===== config.mk =====
export PLATFORM = sky130hd
export DESIGN_NAME = screenplay_line_classifier_unit
export DESIGN_NICKNAME = d
export VERILOG_FILES = /design/src/sv/slc_pkg.sv /design/src/sv/screenplay_line_classifier_unit.sv /design/src/sv/slc_line_facts.sv
export SDC_FILE = /design/constraint.sdc
export NUM_CORES = 1
export LEC_CHECK = 0
export ABC_AREA = 1
export BUFFER_PORTS_ARGS = -buffer_cell sky130_fd_sc_hd__buf_4
export CAP_MARGIN = 0
export CORE_MARGIN = 4
export CORE_UTILIZATION = 35
export DETAILED_ROUTE_END_ITERATION = 8
export HOLD_SLACK_MARGIN = 0.08
export PLACE_DENSITY = 0.57
export REMOVE_ABC_BUFFERS = 1
export SYNTH_ARGS = -nofsm -noshare
export SYNTH_HDL_FRONTEND = slang
export SYNTH_SLANG_ARGS = --single-unit

===== constraint.sdc =====
create_clock -name aclk -period 3.1 [get_ports aclk]
set_clock_uncertainty 0.15 [all_clocks]
set_input_delay 0.155 -clock aclk [delete_from_list [all_inputs] [get_ports aclk]]
set_output_delay 0.155 -clock aclk [all_outputs]
set_load 0.005 [all_outputs]

===== src/sv/slc_pkg.sv =====
// ----------------------------------------------------------------------------
// slc_pkg
// Types, codes and the end-of-line decision for the screenplay line classifier.
// ----------------------------------------------------------------------------
package slc_pkg;

    // Input item: one text byte or an end-of-line marker
    typedef struct packed {
        logic       mode;
        logic [7:0] char_code;
    } slc_in_t;

    // Result item: class of the finished line
    typedef struct packed {
        logic [2:0] line_class;
        logic       strip_first;
    } slc_out_t;

    // Line classes
    typedef enum logic [2:0] {
        CLS_EMPTY      = 3'd0,
        CLS_ACTION     = 3'd1,
        CLS_SCENE      = 3'd2,
        CLS_CHARACTER  = 3'd3,
        CLS_PAREN      = 3'd4,
        CLS_DIALOGUE   = 3'd5,
        CLS_TRANSITION = 3'd6,
        CLS_CONTINUE   = 3'd7
    } line_class_t;

    // Item modes
    localparam logic MODE_BYTE = 1'b0;
    localparam logic MODE_EOL  = 1'b1;

    // Length saturates here; no rule looks beyond it
    localparam logic [3:0] LEN_CAP = 4'd8;
    localparam logic [3:0] LEN_ONE = 4'd1;
    localparam logic [3:0] LEN_TWO = 4'd2;
    localparam logic [3:0] LEN_THREE = 4'd3;

    // Characters and three-byte patterns
    localparam logic [7:0]  CHR_BANG   = 8'h21;
    localparam logic [7:0]  CHR_LPAREN = 8'h28;
    localparam logic [7:0]  CHR_RPAREN = 8'h29;
    localparam logic [7:0]  CHR_LOW_A  = 8'h61;
    localparam logic [7:0]  CHR_LOW_Z  = 8'h7a;
    localparam logic [23:0] PFX_INT    = 24'h494e54;
    localparam logic [23:0] PFX_EXT    = 24'h455854;
    localparam logic [23:0] PFX_EST    = 24'h455354;
    localparam logic [23:0] PFX_IE     = 24'h492f45;
    localparam logic [23:0] SFX_TO     = 24'h544f3a;

    // Facts gathered over one line
    typedef struct packed {
        logic [3:0]  line_length;
        logic [23:0] first_three;
        logic [23:0] last_three;
        logic        no_lowercase;
    } slc_facts_t;

    // Decide the class of a finished line
    function automatic slc_out_t slc_classify(input slc_facts_t f, input line_class_t prev);
        slc_out_t    res;
        line_class_t cls;
        logic [7:0]  first_byte;
        logic [7:0]  last_byte;
        logic        heading;
        // first byte sits lower until three bytes are in
        if (f.line_length >= LEN_THREE) begin
            first_byte = f.first_three[23:16];
        end else if (f.line_length == LEN_TWO) begin
            first_byte = f.first_three[15:8];
        end else begin
            first_byte = f.first_three[7:0];
        end
        last_byte = f.last_three[7:0];
        heading = (f.first_three == PFX_INT) || (f.first_three == PFX_EXT) ||
                  (f.first_three == PFX_EST) || (f.first_three == PFX_IE);
        res.strip_first = 1'b0;
        if (f.line_length == 4'd0) begin
            cls = CLS_EMPTY;
        end else if (first_byte == CHR_BANG) begin
            cls = CLS_ACTION;
            res.strip_first = 1'b1;
        end else if (f.line_length >= LEN_CAP && heading) begin
            cls = CLS_SCENE;
        end else if (prev == CLS_EMPTY && f.line_length >= LEN_THREE &&
                     f.last_three == SFX_TO && f.no_lowercase) begin
            cls = CLS_TRANSITION;
        end else if (prev == CLS_EMPTY && f.no_lowercase) begin
            cls = CLS_CHARACTER;
        end else if (prev == CLS_CHARACTER && f.line_length >= LEN_TWO &&
                     first_byte == CHR_LPAREN && last_byte == CHR_RPAREN) begin
            cls = CLS_PAREN;
        end else if (prev == CLS_CHARACTER || prev == CLS_PAREN) begin
            cls = CLS_DIALOGUE;
        end else if (prev == CLS_DIALOGUE || prev == CLS_ACTION) begin
            cls = CLS_CONTINUE;
        end else begin
            cls = CLS_ACTION;
        end
        res.line_class = cls;
        return res;
    endfunction

endpackage


===== src/sv/screenplay_line_classifier_unit.sv =====
// ----------------------------------------------------------------------------
// screenplay_line_classifier_unit
// Classifies screenplay text lines streamed one byte per item.
// ----------------------------------------------------------------------------
//  Channel | Ports                      | Item
//  --------+----------------------------+------------------------------------
//  input   | s_valid, s_ready, s_item   | text byte or end of line (slc_in_t)
//  result  | m_valid, m_ready, m_item   | line class, strip flag (slc_out_t)
//
//  One item per cycle. A byte updates the line fact registers at acceptance;
//  an end of line is classified from those registers and the result register
//  holds its class from the next cycle on. Reset clears facts, previous class
//  and the result valid flag. Input is stalled only while a result waits and
//  m_ready is low; a result taken in a cycle frees room for a new item then.
// ----------------------------------------------------------------------------
module screenplay_line_classifier_unit
    import slc_pkg::*;
(
    input  logic     aclk,
    input  logic     aresetn,
    input  logic     s_valid,
    output logic     s_ready,
    input  slc_in_t  s_item,
    output logic     m_valid,
    input  logic     m_ready,
    output slc_out_t m_item
);

    logic        accept;
    logic        byte_en;
    logic        eol_en;
    slc_facts_t  facts;
    slc_out_t    cls_res;
    line_class_t prev_class_reg;
    line_class_t prev_class_next;
    logic        m_valid_reg;
    logic        m_valid_next;
    slc_out_t    m_item_reg;

    // Accept whenever the result register is empty or draining
    assign s_ready = !m_valid_reg || m_ready;
    assign accept  = s_valid && s_ready;
    assign byte_en = accept && (s_item.mode == MODE_BYTE);
    assign eol_en  = accept && (s_item.mode == MODE_EOL);

    slc_line_facts u_facts (
        .aclk      (aclk),
        .aresetn   (aresetn),
        .byte_en   (byte_en),
        .eol_en    (eol_en),
        .char_code (s_item.char_code),
        .facts     (facts)
    );

    // Classify the finished line; continuation keeps the previous class
    always_comb begin
        cls_res         = slc_classify(facts, prev_class_reg);
        prev_class_next = prev_class_reg;
        if (eol_en && (cls_res.line_class != CLS_CONTINUE)) begin
            prev_class_next = line_class_t'(cls_res.line_class);
        end
    end

    // Result valid: set on end of line, drop when taken
    always_comb begin
        m_valid_next = m_valid_reg;
        if (eol_en) begin
            m_valid_next = 1'b1;
        end else if (m_ready) begin
            m_valid_next = 1'b0;
        end
    end

    always_ff @(posedge aclk) begin
        if (!aresetn) begin
            prev_class_reg <= CLS_EMPTY;
            m_valid_reg    <= 1'b0;
        end else begin
            prev_class_reg <= prev_class_next;
            m_valid_reg    <= m_valid_next;
        end
    end

    // Hold the result payload until the next end of line
    always_ff @(posedge aclk) begin
        if (eol_en) begin
            m_item_reg <= cls_res;
        end
    end

    assign m_valid = m_valid_reg;
    assign m_item  = m_item_reg;

endmodule


===== src/sv/slc_line_facts.sv =====
// ----------------------------------------------------------------------------
// slc_line_facts
// Per-line fact registers: saturating length, first and last three bytes,
// lowercase flag. Cleared at each end of line.
// ----------------------------------------------------------------------------
module slc_line_facts
    import slc_pkg::*;
(
    input  logic       aclk,
    input  logic       aresetn,
    input  logic       byte_en,
    input  logic       eol_en,
    input  logic [7:0] char_code,
    output slc_facts_t facts
);

    slc_facts_t facts_reg;
    slc_facts_t facts_next;

    // Fold one byte into the facts, or clear at end of line
    always_comb begin
        facts_next = facts_reg;
        if (eol_en) begin
            facts_next.line_length  = 4'd0;
            facts_next.first_three  = 24'd0;
            facts_next.last_three   = 24'd0;
            facts_next.no_lowercase = 1'b1;
        end else if (byte_en) begin
            if (facts_reg.line_length < LEN_THREE) begin
                facts_next.first_three = {facts_reg.first_three[15:0], char_code};
            end
            facts_next.last_three = {facts_reg.last_three[15:0], char_code};
            if (char_code >= CHR_LOW_A && char_code <= CHR_LOW_Z) begin
                facts_next.no_lowercase = 1'b0;
            end
            if (facts_reg.line_length < LEN_CAP) begin
                facts_next.line_length = facts_reg.line_length + LEN_ONE;
            end
        end
    end

    always_ff @(posedge aclk) begin
        if (!aresetn) begin
            facts_reg.line_length  <= 4'd0;
            facts_reg.first_three  <= 24'd0;
            facts_reg.last_three   <= 24'd0;
            facts_reg.no_lowercase <= 1'b1;
        end else begin
            facts_reg <= facts_next;
        end
    end

    assign facts = facts_reg;

endmodule


==> results of run 1 <==
-- report_power, final --
group	internal, mW	switching (mW)	total (mW)
logic	0.0782	0.121	0.199
clock network	0.390	0.325	0.715
registers	0.830	0.0290	0.859
-- worst reg2reg max path, cell delays in order (launching register included) --
cell,delay [ns]
sky130_fd_sc_hd__dfxtp_1,0.32
sky130_fd_sc_hd__nand2_2,0.10
sky130_fd_sc_hd__nand2_1,0.11
sky130_fd_sc_hd__nor2_2,0.10
sky130_fd_sc_hd__buf_4,0.20
sky130_fd_sc_hd__inv_1,0.07
sky130_fd_sc_hd__nor2_1,0.09
sky130_fd_sc_hd__buf_4,0.28
sky130_fd_sc_hd__clkinv_1,0.44
sky130_fd_sc_hd__o21ai_0,0.29
sky130_fd_sc_hd__a21oi_1,0.06
-- timing repair --
item                                   CTS  global route
endpoints found under the hold margin   20             0
hold buffers                            11             0
gates resized for setup                  0             0
-- placed cells by master (no fill, tap or decap), types with 2 or more instances in the layout --
master,n
sky130_fd_sc_hd__a21oi_1,48
sky130_fd_sc_hd__ha_1,3
sky130_fd_sc_hd__buf_4,23
sky130_fd_sc_hd__nand3_1,17
sky130_fd_sc_hd__nor4_1,2
sky130_fd_sc_hd__clkbuf_8,10
sky130_fd_sc_hd__nor2_4,3
sky130_fd_sc_hd__dfxtp_1,57
sky130_fd_sc_hd__o21ai_0,42
sky130_fd_sc_hd__nor2_2,5
sky130_fd_sc_hd__nand2_2,6
sky130_fd_sc_hd__nand3_2,5
sky130_fd_sc_hd__nor2_1,46
sky130_fd_sc_hd__nand2_1,58
sky130_fd_sc_hd__edfxtp_1,4
sky130_fd_sc_hd__nor3_1,7
sky130_fd_sc_hd__clkinv_2,2
sky130_fd_sc_hd__inv_1,47
sky130_fd_sc_hd__nand4_1,9
sky130_fd_sc_hd__clkinvlp_4,2
sky130_fd_sc_hd__dlygate4sd3_1,11
-- cell type report --
class / instances / area (um^2)
timing repair buffer: 34 / 283
inverter: 50 / 193
clock inverter: 6 / 61.3
clock buffer: 10 / 138
sequential: 61 / 1260
multi-input combinational: 260 / 1290
fill: 807 / 4410
tap: 102 / 128
-- per-layer routing --
layer | GRT usage | vias up | routed length, um | part of all wire
met2 | 0.247 | 29 | 3070 | 0.48
li1 | - | 1318 | - | -
met1 | 0.180 | 1111 | 3120 | 0.48
met5 | 0 | - | 0 | 0
met3 | 0.0495 | 4 | 193 | 0.030
met4 | 0.0437 | 0 | 77 | 0.012
-- cell usage after synthesis, types with 2 or more instances --
library cell,instances
sky130_fd_sc_hd__nor2_1,46
sky130_fd_sc_hd__nor3_1,7
sky130_fd_sc_hd__a21oi_1,48
sky130_fd_sc_hd__nand2_2,6
sky130_fd_sc_hd__nand3_1,17
sky130_fd_sc_hd__ha_1,3
sky130_fd_sc_hd__nor2_4,3
sky130_fd_sc_hd__clkbuf_1,8
sky130_fd_sc_hd__inv_1,47
sky130_fd_sc_hd__nand2_1,58
sky130_fd_sc_hd__nor4_1,2
sky130_fd_sc_hd__nand3_2,5
sky130_fd_sc_hd__nand4_1,9
sky130_fd_sc_hd__o21ai_0,42
sky130_fd_sc_hd__nor2_2,5
sky130_fd_sc_hd__dfxtp_1,57
sky130_fd_sc_hd__edfxtp_1,4
sky130_fd_sc_hd__buf_2,5
-- how the worst max path moves through the flow --
stage	startpoint	endpoint	cells after the start
5_1_grt	m_valid$_SDFFE_PN0P_	u_facts.facts[35]$_SDFFE_PP0P_	10
3_5_place_dp	m_valid$_SDFFE_PN0P_	u_facts.facts[37]$_SDFFE_PP0P_	10
6_report	s_valid	u_facts.facts[30]$_SDFFE_PP0P_	11
4_1_cts	m_valid$_SDFFE_PN0P_	u_facts.facts[30]$_SDFFE_PP0P_	10
2_1_floorplan	m_valid$_SDFFE_PN0P_	u_facts.facts[30]$_SDFFE_PP0P_	8
3_3_place_gp	m_valid$_SDFFE_PN0P_	u_facts.facts[37]$_SDFFE_PP0P_	10
-- stage by stage --
| step | std cells | power, mW |
|---|---|---|
| floorplan | 371 | 0.995 |
| global placement | 496 | 1.06 |
| detailed placement | 496 | 1.06 |
| CTS | 523 | 1.79 |
| global route | 523 | 1.86 |
| finish | 523 | 1.77 |
-- cells by family after synthesis --
logic type	count (synthesis)	share of synthesized area
AND/OR/NAND/NOR	163	0.274
buffers and inverters	64	0.0901
AO/OA/AOI/OAI	94	0.173
flip-flops	61	0.450
adder cells (fa/ha/maj)	3	0.0134
==> results.cfg, run 1 <==
[routing]
routed_wire_length_per_instance_um = 12.4
antenna_violating_nets_post_route = 0
initialDrtViolationCount = 120
drcViolationCount = 0
vias = 2462
detail_route.first_pass.iterations = 4
vias_per_cell = 4.71
route.final.wire_length_mm = 6.47

[hold_path]
worst_hold_path_type = input port to flip-flop
hold_path.startpoint = s_item[8]
holdPathStages = 5
min_delay_worst_endpoint = prev_class_reg[1]$_SDFFE_PN0P_

[clock_network]
clock_latency_on_the_worst_skew_pair_ns = 0.34
cts.repair_timing.setup_buffer_count = 0
clock_tree_buffer_depth = 2
tritoncts_clock_tree = yes
clock_sink_count = 61
clock_tree.htree_level_count = 3
cts_inserted_buffers = 9
cts.clk_slew.worst_paths_ns = 0.07
cts_root_buffer = sky130_fd_sc_hd__clkbuf_8

[global_routing]
global_route.overflow_total = 0
grt_start_max_net_pins = 39
grt_util_all_layers = 0.148
grt_pass1_vias = 2460
antenna_found_initial = 0
grt_pass1_wl_mm = 11.4

[critical_path]
critPathKind = input port to flip-flop
critical-path-slowest-cell = sky130_fd_sc_hd__dlygate4sd3_1
reg2reg_path_depth = 10
worstSetupEndpointType = flip-flop
max_stage_delay_ns = 0.53
worst_path_dominant_cell_family = buffers and inverters
cpMostUsedCell = sky130_fd_sc_hd__buf_4
ff2ff_setup_slack_ns = 0.77
critPathMaxFanout = 30
rr_endpoint = u_facts.facts[30]$_SDFFE_PP0P_
timing.critical_path.buf_inv = 6
reg2reg_from = m_valid$_SDFFE_PN0P_
path_cells = dlygate4sd3_1 -> buf_4 -> nand2_1 -> nor2_2 -> buf_4 -> inv_1 -> nor2_1 -> buf_4 -> clkinv_1 -> o21ai_0 -> a21oi_1
crit_path_start_kind = input port
critPathArrivalTime_ns = 2.42
worst_ep_required_time_ns = 3.17

[yosys]
postSynthCellCount = 385
yosysWarningCount = 0
synth.top_cell.area_share = 0.407
share_of_synthesized_area_occupied_by_flip_flops_and_latches = 0.450
area_contributors_post_synth = sky130_fd_sc_hd__dfxtp_1 (41%), sky130_fd_sc_hd__a21oi_1 (8.6%), sky130_fd_sc_hd__nand2_1 (7.8%), sky130_fd_sc_hd__o21ai_0 (7.5%), sky130_fd_sc_hd__inv_1 (6.3%)
synth.avg_cell_area_um2 = 7.29
post_synth_cell_types = 31
mappedNetlistArea_um2 = 2810
asyncSetResetFlopFracSynth = 0
synth-edff-count = 4
synth.ff_latch_count = 61
ys.flop_type = sky130_fd_sc_hd__dfxtp_1
synth_top_area_cell = sky130_fd_sc_hd__dfxtp_1

[sta]
tns_ns = 0
hold-worst-slack_ns = 0.108
max_clock_freq_mhz = 425
unrepaired_setup_endpoints_after_global_routing = no
slew_viol_final = 0
period_minus_slack_ns = 2.35
final_hold_viol_count = 0
setup_viol_count_final = 0
finalCritPeriodShare = 0.759
final.setup.worst_slack_ns = 0.746
worst-slew-pin-transition_ns = 0.557
worst_slew_margin_relative_to_its_limit = 0.628

[die]
floorplan.initialDensity = 0.361
dieArea_um2 = 9510
placementRows = 32
die-height_um = 97.5
coreArea_um2 = 7770
dieWidth_um = 97.5
pin_count = 19

[placed_design]
detailedPlacementHpwl_mm = 4.58
place.gp.congestion = 0.797
preCtsSetupSlack_ns = 0.797
place_area_um2 = 3050
port_buffers = 18

[final_layout]
num-nets-final = 432
post-route-util = 0.432
max_ffs_per_register = 53
syn_to_final_growth_pct = 19.6
antenna_cells_inserted = 0
cell_area_after_layout_um2 = 3350
post_route_cells_drive_above_1_share = 0.150

[pwr]
power_density_nw_per_um2 = 528
peakVddDrop_mv = 0.313
power_leakage_nw = 1.32

[outcome]
status = finished clean

[job]
max-cap-violations = 0
Power figures use the tool's default switching activity.
==> run 2, diff against run 1 <==
PLACE_DENSITY = 0.59   (was 0.57)
clock period = 2.09 ns   (was 3.1 ns; I/O delays follow)
==> run 2 against run 1 <==
Highest routed layer unchanged; total power grew 51%; sequential share of layout area shrank 0.51 points; sequential power grew 48%; worst setup slack lost 0.59 ns; critical endpoint is now prev_class_reg[0]$_SDFFE_PN0P_.
==> results.cfg, run 2 (synthesis gave the netlist of run 1 again) <==
[critical_path]
setup.worst_path.start = u_facts.facts[49]$_SDFFE_PP0P_
worst_ep_required_time_ns = 2.19
critPathArrivalTime_ns = 2.04
critPathKind = flip-flop to flip-flop
crit_cells = 14
timing.critical_path.buf_inv = 2
path_cells = inv_1 -> ha_2 -> inv_2 -> nor2_1 -> nor2_2 -> a21oi_2 -> nand3_2 -> nor2_4 -> nor2_2 -> nand2_1 -> nor2_1 -> nand2_2 -> a21oi_1 -> nor2_1
cpMostUsedCell = sky130_fd_sc_hd__nor2_1
critical-path-slowest-cell = sky130_fd_sc_hd__dfxtp_2
critPathMaxFanout = 5
crit_end = prev_class_reg[0]$_SDFFE_PN0P_
ff2ff_setup_slack_ns = 0.15
rr_endpoint = prev_class_reg[0]$_SDFFE_PN0P_
reg2reg_path_depth = 14
crit_path_start_kind = flip-flop
reg2reg_from = u_facts.facts[49]$_SDFFE_PP0P_
worst_path_dominant_cell_family = simple AND/OR/NAND/NOR gates
max_stage_delay_ns = 0.34
worstSetupEndpointType = flip-flop

[pwr]
power_density_nw_per_um2 = 787
peakVddDrop_mv = 0.494
power_leakage_nw = 1.35
total_design_power_mw = 2.68

[die]
dieWidth_um = 97.5
die-height_um = 97.5
coreArea_um2 = 7770
floorplan.initialDensity = 0.361
placementRows = 32
pin_count = 19
dieArea_um2 = 9510

[clock_network]
clock_tree.htree_level_count = 3
tritoncts_clock_tree = yes
cts_root_buffer = sky130_fd_sc_hd__clkbuf_8
clock_tree_buffer_depth = 2
cts.clk_slew.worst_paths_ns = 0.08
clock_latency_on_the_worst_skew_pair_ns = 0.35
clock_sink_count = 61
cts_inserted_buffers = 9

[placed_design]
detailedPlacementHpwl_mm = 4.67
place.gp.congestion = 0.846
port_buffers = 18
placed_instances = 499

[final_layout]
post-route-util = 0.439
max_ffs_per_register = 53
fill_count = 808
most_used_cells_in_the_layout_excluding_fill_and_tap_cells = sky130_fd_sc_hd__nand2_1 (57), sky130_fd_sc_hd__dfxtp_1 (55), sky130_fd_sc_hd__a21oi_1 (48)
num-nets-final = 436
final-instance-count-excl-fill = 527
layout.cells.most_common = sky130_fd_sc_hd__nand2_1
post_route_cells_drive_above_1_share = 0.169
antenna_cells_inserted = 0
syn_to_final_growth_pct = 21.5

[routing]
antenna_violating_nets_post_route = 0
initialDrtViolationCount = 121
drcViolationCount = 0
detail_route.first_pass.iterations = 4
vias = 2534
vias_per_cell = 4.81
routed_wire_length_per_instance_um = 12.8
route.final.wire_length_mm = 6.73

[sta]
unrepaired_setup_endpoints_after_global_routing = no
worst_slew_margin_relative_to_its_limit = 0.777
final_hold_viol_count = 0
finalCritPeriodShare = 0.927
period_minus_slack_ns = 1.94
max_clock_freq_mhz = 516
slew_viol_final = 0
worst-slew-pin-transition_ns = 0.332
setup_viol_count_final = 0

[outcome]
status = finished clean

[global_routing]
grt_util_all_layers = 0.151
antenna_found_initial = 0
global_route.overflow_total = 0
grt_start_max_net_pins = 39
grt_pass1_vias = 2430
grt_pass1_wl_mm = 11.7

[hold_path]
worst_hold_path_type = input port to flip-flop

[job]
max-cap-violations = 0
==> run 2: through the flow <==
step | area [um^2] | TNS, ns | hold WS [ns] | worst slack (ns)
6_report | 3410 | 0 | 0.103 | 0.152
5_1_grt | 3410 | 0 | 0.125 | 0.00100
4_1_cts | 3390 | 0 | 0.0866 | 0.0437
3_5_place_dp | 3070 | 0 | 0.188 | 0.0227
3_3_place_gp | 3070 | 0 | 0.182 | 0.0837
2_1_floorplan | 2750 | -21.80 | 0.0521 | -1.25
==> run 2: repair_timing <==
item                       4_1_cts  5_1_grt
hold endpoints to repair        30        0
gates resized for setup          1        6
setup endpoints to repair        1        3
hold buffers                    12        0
pin swaps                        0        2
buffers inserted                 0        0
==> run 2: worst reg2reg max path: stages (launching register included) <==
cell and delay [ns]:
sky130_fd_sc_hd__dfxtp_2 0.34, sky130_fd_sc_hd__inv_1 0.07, sky130_fd_sc_hd__ha_2 0.21, sky130_fd_sc_hd__inv_2 0.09
sky130_fd_sc_hd__nor2_1 0.06, sky130_fd_sc_hd__nor2_2 0.12, sky130_fd_sc_hd__a21oi_2 0.07, sky130_fd_sc_hd__nand3_2 0.08
sky130_fd_sc_hd__nor2_4 0.04, sky130_fd_sc_hd__nor2_2 0.11, sky130_fd_sc_hd__nand2_1 0.08, sky130_fd_sc_hd__nor2_1 0.13
sky130_fd_sc_hd__nand2_2 0.09, sky130_fd_sc_hd__a21oi_1 0.14, sky130_fd_sc_hd__nor2_1 0.06
==> run 2: per-layer routing <==
metal / track usage / part of all wire / up-vias / routed length, um
li1: - / - / 1333 / -
met4: 0.0596 / 0.0076 / 0 / 51
met5: 0 / 0 / - / 0
met1: 0.200 / 0.50 / 1155 / 3350
met3: 0.0452 / 0.040 / 5 / 272
met2: 0.232 / 0.45 / 41 / 3050
==> run 2: worst min path at each step <==
stage	start	cells past startpoint	to
4_1_cts	m_ready	5	u_facts.facts[8]$_SDFFE_PP0P_
6_report	m_ready	5	u_facts.facts[8]$_SDFFE_PP0P_
3_5_place_dp	aresetn	3	m_valid$_SDFFE_PN0P_
5_1_grt	m_ready	5	u_facts.facts[8]$_SDFFE_PP0P_
2_1_floorplan	aresetn	2	m_valid$_SDFFE_PN0P_
3_3_place_gp	aresetn	3	m_valid$_SDFFE_PN0P_
==> run 2: where the power goes <==
group	switching [mW]	internal, mW	total, mW
combinational	0.187	0.124	0.311
clock	0.530	0.568	1.10
sequential	0.0416	1.23	1.27
total	0.759	1.92	2.68
==> run 2: layout make-up <==
cell class | count | area [um^2] | area share
multi-input combinational | 260 | 1300 | 0.382
sequential | 61 | 1260 | 0.371
clock inverter | 7 | 82.6 | 0.0242
tap | 102 | 128 | 0.0375
inverter | 50 | 193 | 0.0566
timing repair buffer | 38 | 315 | 0.0925
clock buffer | 9 | 124 | 0.0364
